$ cat src/sv/cbe_pkg.sv
// types and constants shared by the cbor head encoder modules
package cbe_pkg;

	// request codes on req_type
	typedef enum logic [2:0] {
		REQ_UINT    = 3'd0,
		REQ_BSTR    = 3'd1,
		REQ_TSTR    = 3'd2,
		REQ_ARRAY   = 3'd3,
		REQ_BYTE    = 3'd4,
		REQ_FINISH  = 3'd5,
		REQ_RESTART = 3'd6
	} req_t;

	// cbor major types
	localparam logic [2:0] MAJOR_UINT  = 3'd0;
	localparam logic [2:0] MAJOR_BSTR  = 3'd2;
	localparam logic [2:0] MAJOR_TSTR  = 3'd3;
	localparam logic [2:0] MAJOR_ARRAY = 3'd4;

	// additional info codes for explicit arguments
	localparam logic [4:0] AI_ARG1 = 5'd24;
	localparam logic [4:0] AI_ARG2 = 5'd25;
	localparam logic [4:0] AI_ARG4 = 5'd26;
	localparam logic [4:0] AI_ARG8 = 5'd27;

	localparam logic [15:0] CAPACITY_RESET = 16'hFFFF;

	// one unit of work for the serializer: a head, a payload byte or a status
	typedef struct packed {
		logic        is_status;
		logic        status;
		logic [3:0]  nbytes;   // 1 to 9 words to emit
		logic [7:0]  first;    // initial byte, payload byte, or zero
		logic [63:0] arg;      // argument bytes, left aligned, big-endian
		logic [15:0] base;     // offset of the first word
		logic [15:0] len;      // used length reported by finish
	} job_t;

endpackage

$ cat src/sv/cbe_front.sv
// front end: accepts requests, checks room, keeps length and error state
module cbe_front
	import cbe_pkg::*;
(
	input  logic        clk,
	input  logic        arst_n,
	input  logic        cfg_we,
	input  logic [15:0] cfg_wdata,
	input  logic        in_valid,
	output logic        in_ready,
	input  logic [2:0]  req_type,
	input  logic [63:0] value,
	input  logic [7:0]  data_byte,
	input  logic        queue_full,
	output logic        push,
	output job_t        push_job
);

	logic [15:0] cap_q;
	logic [15:0] used_q;
	logic        err_q;

	logic        accept;
	logic [15:0] room;
	logic [15:0] room_after;
	logic [3:0]  argn;
	logic [3:0]  nhead;
	logic [4:0]  ai;
	logic [2:0]  major;
	logic [63:0] arg_al;
	logic        fits;
	logic        too_long;
	logic        is_string;
	logic [15:0] used_d;
	logic        err_d;

	assign in_ready = !queue_full;
	assign accept   = in_valid && in_ready;

	// room left in the buffer, zero if capacity dropped below the used length
	assign room = (cap_q > used_q) ? (cap_q - used_q) : 16'd0;

	// shortest canonical argument size
	always_comb begin
		if (value < 64'd24) begin
			ai     = value[4:0];
			argn   = 4'd0;
			arg_al = 64'd0;
		end else if (value[63:8] == 56'd0) begin
			ai     = AI_ARG1;
			argn   = 4'd1;
			arg_al = {value[7:0], 56'd0};
		end else if (value[63:16] == 48'd0) begin
			ai     = AI_ARG2;
			argn   = 4'd2;
			arg_al = {value[15:0], 48'd0};
		end else if (value[63:32] == 32'd0) begin
			ai     = AI_ARG4;
			argn   = 4'd4;
			arg_al = {value[31:0], 32'd0};
		end else begin
			ai     = AI_ARG8;
			argn   = 4'd8;
			arg_al = value;
		end
	end

	assign nhead      = argn + 4'd1;
	assign fits       = {12'd0, nhead} <= room;
	assign room_after = room - {12'd0, nhead};
	assign too_long   = (value[63:16] != 48'd0) || (value[15:0] > room_after);
	assign is_string  = (req_type == REQ_BSTR) || (req_type == REQ_TSTR);

	// major type decoder
	always_comb begin
		unique case (req_type)
			REQ_BSTR:  major = MAJOR_BSTR;
			REQ_TSTR:  major = MAJOR_TSTR;
			REQ_ARRAY: major = MAJOR_ARRAY;
			default:   major = MAJOR_UINT;
		endcase
	end

	// request decoder: next state and the job to queue
	always_comb begin
		used_d   = used_q;
		err_d    = err_q;
		push     = 1'b0;
		push_job = '0;
		unique case (req_type)
			REQ_UINT, REQ_BSTR, REQ_TSTR, REQ_ARRAY: begin
				if (!err_q) begin
					if (!fits) begin
						err_d = 1'b1;
					end else begin
						push            = accept;
						push_job.nbytes = nhead;
						push_job.first  = {major, ai};
						push_job.arg    = arg_al;
						push_job.base   = used_q;
						used_d          = used_q + {12'd0, nhead};
						if (is_string && too_long) begin
							err_d = 1'b1;
						end
					end
				end
			end
			REQ_BYTE: begin
				if (!err_q) begin
					if (room == 16'd0) begin
						err_d = 1'b1;
					end else begin
						push            = accept;
						push_job.nbytes = 4'd1;
						push_job.first  = data_byte;
						push_job.base   = used_q;
						used_d          = used_q + 16'd1;
					end
				end
			end
			REQ_FINISH: begin
				push               = accept;
				push_job.nbytes    = 4'd1;
				push_job.is_status = 1'b1;
				push_job.status    = err_q;
				push_job.len       = used_q;
			end
			REQ_RESTART: begin
				used_d = 16'd0;
				err_d  = 1'b0;
			end
			default: begin
			end
		endcase
	end

	// capacity register and encoder state
	always_ff @(posedge clk or negedge arst_n) begin
		if (!arst_n) begin
			cap_q  <= CAPACITY_RESET;
			used_q <= 16'd0;
			err_q  <= 1'b0;
		end else begin
			if (cfg_we) begin
				cap_q <= cfg_wdata;
			end
			if (accept) begin
				used_q <= used_d;
				err_q  <= err_d;
			end
		end
	end

endmodule

$ cat src/sv/cbe_queue.sv
// small job queue between front end and serializer
module cbe_queue
	import cbe_pkg::*;
#(
	parameter int DEPTH = 4
) (
	input  logic clk,
	input  logic arst_n,
	input  logic push,
	input  job_t push_job,
	input  logic pop,
	output job_t head_job,
	output logic full,
	output logic nonempty
);

	localparam int PTR_W = (DEPTH > 1) ? $clog2(DEPTH) : 1;
	localparam int CNT_W = $clog2(DEPTH + 1);

	job_t             slots_q [DEPTH];
	logic [PTR_W-1:0] wr_ptr_q;
	logic [PTR_W-1:0] rd_ptr_q;
	logic [CNT_W-1:0] count_q;
	logic             do_push;
	logic             do_pop;

	assign full     = count_q == CNT_W'(DEPTH);
	assign nonempty = count_q != '0;
	assign do_push  = push && !full;
	assign do_pop   = pop && nonempty;
	assign head_job = slots_q[rd_ptr_q];

	// storage
	always_ff @(posedge clk) begin
		if (do_push) begin
			slots_q[wr_ptr_q] <= push_job;
		end
	end

	// pointers and fill count
	always_ff @(posedge clk or negedge arst_n) begin
		if (!arst_n) begin
			wr_ptr_q <= '0;
			rd_ptr_q <= '0;
			count_q  <= '0;
		end else begin
			if (do_push) begin
				wr_ptr_q <= (wr_ptr_q == PTR_W'(DEPTH - 1)) ? '0 : wr_ptr_q + 1'b1;
			end
			if (do_pop) begin
				rd_ptr_q <= (rd_ptr_q == PTR_W'(DEPTH - 1)) ? '0 : rd_ptr_q + 1'b1;
			end
			if (do_push && !do_pop) begin
				count_q <= count_q + 1'b1;
			end else if (do_pop && !do_push) begin
				count_q <= count_q - 1'b1;
			end
		end
	end

endmodule

$ cat src/sv/cbe_back.sv
// serializer: walks each queued job one word per cycle into the output register while out_ready does not stall it
module cbe_back
	import cbe_pkg::*;
(
	input  logic        clk,
	input  logic        arst_n,
	input  logic        job_valid,
	input  job_t        job,
	output logic        pop,
	output logic        out_valid,
	input  logic        out_ready,
	output logic [7:0]  out_byte,
	output logic [15:0] offset,
	output logic        last,
	output logic        is_status,
	output logic        status,
	output logic [15:0] length
);

	logic [3:0]  idx_q;
	logic        load;
	logic        final_word;
	logic [5:0]  sh;
	logic [63:0] shifted;
	logic [7:0]  word;

	assign load       = job_valid && (!out_valid || out_ready);
	assign final_word = idx_q == (job.nbytes - 4'd1);
	assign pop        = load && final_word;

	// pick the current word of the job
	assign sh      = {3'(idx_q - 4'd1), 3'b000};
	assign shifted = job.arg << sh;
	assign word    = (idx_q == 4'd0) ? job.first : shifted[63:56];

	// word index within the job and the output valid flag
	always_ff @(posedge clk or negedge arst_n) begin
		if (!arst_n) begin
			idx_q     <= 4'd0;
			out_valid <= 1'b0;
		end else begin
			if (load) begin
				idx_q <= final_word ? 4'd0 : idx_q + 4'd1;
			end
			if (load) begin
				out_valid <= 1'b1;
			end else if (out_ready) begin
				out_valid <= 1'b0;
			end
		end
	end

	// output word register
	always_ff @(posedge clk) begin
		if (load) begin
			out_byte  <= word;
			offset    <= job.base + {12'd0, idx_q};
			last      <= final_word;
			is_status <= job.is_status;
			status    <= job.status;
			length    <= job.len;
		end
	end

endmodule

$ cat src/sv/cbor_head_encoder_unit.sv
// cbor canonical head encoder top level
//
// Requests enter on in_valid/in_ready with req_type, value and data_byte.
// Heads for unsigned integers, strings and arrays come out as 1, 2, 3, 5
// or 9 words on out_valid/out_ready, payload bytes as one word each, and
// finish as one status word with the used length. The last word of each
// request carries last. Requests that emit nothing (restart, overflow,
// anything but finish after an error) only update state.
// The front end checks room and updates length and error in the cycle a
// request is accepted, then queues a job; the serializer emits one word
// per cycle unless out_ready stalls it. The first word of a request
// passes through the job queue (QUEUE_DEPTH entries) into the output
// register. A request is accepted every cycle while the queue has space;
// a head of n bytes takes n output words.
// Reset sets capacity to 65535 and clears length, error and the queue.
// When the receiver stalls, the output word holds, the queue fills and
// then in_ready drops. cfg_we writes capacity; write it only when idle.
module cbor_head_encoder_unit
	import cbe_pkg::*;
#(
	parameter int QUEUE_DEPTH = 4
) (
	input  logic        clk,
	input  logic        arst_n,
	input  logic        cfg_we,
	input  logic [15:0] cfg_wdata,
	input  logic        in_valid,
	output logic        in_ready,
	input  logic [2:0]  req_type,
	input  logic [63:0] value,
	input  logic [7:0]  data_byte,
	output logic        out_valid,
	input  logic        out_ready,
	output logic [7:0]  out_byte,
	output logic [15:0] offset,
	output logic        last,
	output logic        is_status,
	output logic        status,
	output logic [15:0] length
);

	logic queue_full;
	logic queue_nonempty;
	logic push;
	logic pop;
	job_t push_job;
	job_t head_job;

	// request classification and state
	cbe_front u_front (
		.clk        (clk),
		.arst_n     (arst_n),
		.cfg_we     (cfg_we),
		.cfg_wdata  (cfg_wdata),
		.in_valid   (in_valid),
		.in_ready   (in_ready),
		.req_type   (req_type),
		.value      (value),
		.data_byte  (data_byte),
		.queue_full (queue_full),
		.push       (push),
		.push_job   (push_job)
	);

	// job queue
	cbe_queue #(
		.DEPTH (QUEUE_DEPTH)
	) u_queue (
		.clk      (clk),
		.arst_n   (arst_n),
		.push     (push),
		.push_job (push_job),
		.pop      (pop),
		.head_job (head_job),
		.full     (queue_full),
		.nonempty (queue_nonempty)
	);

	// word serializer
	cbe_back u_back (
		.clk       (clk),
		.arst_n    (arst_n),
		.job_valid (queue_nonempty),
		.job       (head_job),
		.pop       (pop),
		.out_valid (out_valid),
		.out_ready (out_ready),
		.out_byte  (out_byte),
		.offset    (offset),
		.last      (last),
		.is_status (is_status),
		.status    (status),
		.length    (length)
	);

endmodule

$ cat config.mk
export PLATFORM = sky130hd
export DESIGN_NAME = cbor_head_encoder_unit
export DESIGN_NICKNAME = d
export VERILOG_FILES = /design/src/sv/cbe_pkg.sv /design/src/sv/cbe_front.sv /design/src/sv/cbe_queue.sv /design/src/sv/cbe_back.sv /design/src/sv/cbor_head_encoder_unit.sv
export SDC_FILE = /design/constraint.sdc
export NUM_CORES = 1
export LEC_CHECK = 0
export BUFFER_PORTS_ARGS = -buffer_cell sky130_fd_sc_hd__buf_4
export CORE_UTILIZATION = 47
export CTS_CLUSTER_DIAMETER = 100
export CTS_CLUSTER_SIZE = 16
export DETAILED_ROUTE_END_ITERATION = 7
export PLACE_DENSITY = 0.73
export SETUP_SLACK_MARGIN = 0.05
export SYNTH_ARGS = -nofsm -noshare
export SYNTH_HDL_FRONTEND = slang
export SYNTH_SLANG_ARGS = --single-unit
$ cat constraint.sdc
create_clock -name clk -period 12 [get_ports clk]
set_input_delay 1.2 -clock clk [delete_from_list [all_inputs] [get_ports clk]]
set_output_delay 1.2 -clock clk [all_outputs]
set_load 0.02 [all_outputs]
==> metrics.md <==
| Metric | Value |
|---|---|
| Status | complete, no violations |
| Post-synth top area cell | edfxtp_1 |
| Detailed placement HPWL | 36.9 mm |
| Gr usage total | 0.216 |
| H-tree depth | 2 |
| Commonest non-fill, non-tap cell in the layout | edfxtp_1 |
| Total gr overflow | 0 |
| # Post-CTS Setup Buffers | 0 |
| Vias | 13500 |
| Final period utilization | 0.585 |
| Critical Path RT | 12.19 ns |
| Commonest register cell after synthesis | edfxtp_1 |
| Initial antenna violation count | 1 |
| Async set or reset register ratio after synthesis | 0.0852 |
| Hold Vio Cnt, Final | 0 |
| Crit Path Max Fanout | 70 |
| CTS tree | done |
| Count of cell types in the netlist | 77 |
| R2r worst-path depth | 20 |
| Vias per cell | 5.95 |
| P_int | 3.80 mW |
| Max Fclk | 142 MHz |
| Switch share | 0.332 |
| Critical Path Slowest Stage Cell | buf_4 |
| Post-CTS sizing | 0 |
| Final Cell Area | 0.0265 sq mm |
| Pleak | 9.18 nW |
| Comb pwr share | 0.357 |
| Sequential share of power | 0.430 |
| DRC Markers | 0 |
| Setup Skew | 0.0276 ns |
| Layout cells sized above 1 | 0.247 |
| Hold path cells | 2 |
| Share of the synthesized area in the top cell type | 0.611 |
| Number of global-route vias before repair | 13300 |
| CTS Root Cell | clkbuf_16 |
| Tmin final | 7.02 ns |
| Area Overhead vs Synth | 11.8% |
| Die Area | 0.0514 sq mm |
| Initial DRC Count | 1388 |
| Mapped Nets | 1603 |
| Final Power | 5.68 mW |
| Syn Inst Count | 1448 |
| Num rows | 81 |
| Max-Cap Viols | 0 |
| Main area contributors after synthesis | edfxtp_1, mux4_2, dfrtp_1 |
| Synthesized area | 0.0237 sq mm |
| Yosys reg bits | 528 |
| RSZ-0062 raised after global routing | no |
| # diodes | 0 |
| Finished Layout Cells | 2268 |
| Fillers | 3859 |
| First-pass GRT wire length | 81.9 mm |
| Die height | 227 microns |
| CORE AREA | 0.0494 sq mm |
| NetSw | 1.89 mW |
| Synthesized area per cell | 16.4 sq um |
| Commonest non-fill, non-tap cells in the layout | edfxtp_1, buf_4, mux4_2 |
| Worst min path class | reg -> reg |
| Most used cell, CP | buf_4 |
| Drt total wl | 54.6 mm |
| TritonRoute pass-1 iters | 7 |
| Sum Neg Setup Slack | 0 ns |
| Port buffer count | 140 |
| Crit-path cells | buf_4 > nor4_1 > nand4_1 > nor2_1 > buf_4 > nand2_1 > nor2_1 > ha_1 > fa_1 > nor2b_1 > o21ai_0 > nand2b_1 > a41o_1 > nor4_1 > a2bb2oi_2 > or3_1 > a21oi_4 > and2_4 > buf_4 |
| Max-slew headroom | 0.147 |
| Area after DPL | 0.0254 sq mm |
| Final nets | 1729 |
| Final count of negative-setup-slack endpoints | 0 |
| Crit path capture type | flip-flop |
| # hold bufs at CTS | 0 |
| Maximum vdd drop | 120 uV |
| WS Path Type | in -> reg |
| Initial Util | 0.481 |
| Worst path arrival time | 7.21 ns |
| Type of origin of the critical path | primary input |
| Power density over the cells | 214 mW/mm^2 |
| Sequential area share after synthesis | 0.660 |
| Post-synth EDFFs | 483 |
| Placed Instances | 2198 |
| Final Max Tran Viols | 0 |
| Clk network pwr share | 0.213 |
| CTS Buffer Depth | 3 |
| Synth warn | 0 |
| Slew @ Worst Pin | 1.28 ns |
| Die W | 227 microns |
| Largest net degree at the start of global routing | 72 |
| Num Clock Sinks | 528 |
| # IOs | 141 |
| Wire per inst | 24.1 microns |
| Crit-path max cell delay | 0.91 ns |
| Detail Route Antenna Nets | 0 |
| Clk slew on worst S/H paths | 0.07 ns |
| Clock latency on the worst-skew pair | 0.58 ns |
| RePlAce Congestion | 0.911 |
| CTS Buf Count | 38 |
-- kinds of logic (layout without fill, tap and decap cells) --
logic type	after synthesis	in the layout	synth area share
xor gates and xnor gates	41	41	0.0151
DFF	528	528	0.660
AOI/OAI and AO/OA	196	196	0.0584
buffers and inverters	104	260	0.0184
muxes	170	170	0.140
adders and majority gates	59	59	0.0327
and+or+nand+nor	350	350	0.0758
-- flip-flops by register name, indices dropped and copies added, names as in the netlist, 2 cells and up --
register          cells
u_queue.slots_q     440
u_back.idx_q          4
u_back.offset        16
u_queue.rd_ptr_q      2
u_queue.wr_ptr_q      2
u_queue.count_q       3
u_back.out_byte       8
u_front.used_q       16
u_front.cap_q        16
u_back.length        16
-- power by group through the flow --
stage          logic [mW]  registers [mW]  clock network, mW
6_report             2.03            2.45               1.21
4_1_cts              2.04            2.45               1.24
2_1_floorplan        1.43            2.45                  0
3_3_place_gp         1.98            2.48                  0
5_1_grt              2.19            2.47               1.30
3_5_place_dp         2.03            2.49                  0
-- per-layer routing --
layer	wire length, microns	global-route usage
met5	0	0
met4	1190	0.0586
met3	3670	0.0374
met2	26500	0.348
met1	23200	0.303
-- per-stage QoR --
stage / setup slack [ns] / utilization / hold WS, ns
after global placement: 4.53 / 0.515 / 0.488
after CTS: 4.97 / 0.537 / 0.526
after global routing: 4.63 / 0.537 / 0.535
final: 4.98 / 0.537 / 0.510
after detailed placement: 4.39 / 0.515 / 0.503
after floorplan: 5.62 / - / 0.464
-- Yosys cell counts (all sizes together), types with 28 or more instances --
master / instances
inv: 38
mux4: 126
and3: 30
clkbuf: 38
buf: 28
edfxtp: 483
a21oi: 49
nor2: 83
ha: 54
nand2: 83
dfrtp: 29
and2: 56
o21ai: 48
mux2: 28
-- cell type report --
cell class,count,area [sq um],share of cell area
Multi-Input combinational cell,816,7650,0.288
Timing Repair Buffer,152,1140,0.0430
Clock buffer,67,1060,0.0400
Clock inverter,3,33.8,0.00127
Tap cell,664,831,0.0313
Sequential cell,528,15700,0.591
Inverter,38,143,0.00538
-- critical path, delay by kind of cell --
| kind | cells | cell delay (ns) |
|---|---|---|
| AND/OR/NAND/NOR | 10 | 3.09 |
| buffers and inverters | 3 | 1.23 |
| adder cells (fa/ha/maj) | 2 | 0.84 |
| AO/OA/AOI/OAI | 4 | 0.76 |
-- path summary, 6_finish.rpt --
check,startpoint,endpoint,slack [ns]
hold / removal,u_back.out_valid,u_back.out_valid,0.51
setup / recovery,value[48],u_queue.slots_q[1][69],4.98
setup reg to reg,u_front.used_q[9],u_queue.slots_q[1][69],5.09
max in group asynchronous,arst_n,u_queue.rd_ptr_q[1],10.85
hold reg to reg,u_back.out_valid,u_back.out_valid,0.51
min in group asynchronous,arst_n,u_front.used_q[13],0.65
No activity file was read; power rests on OpenSTA's default activity.
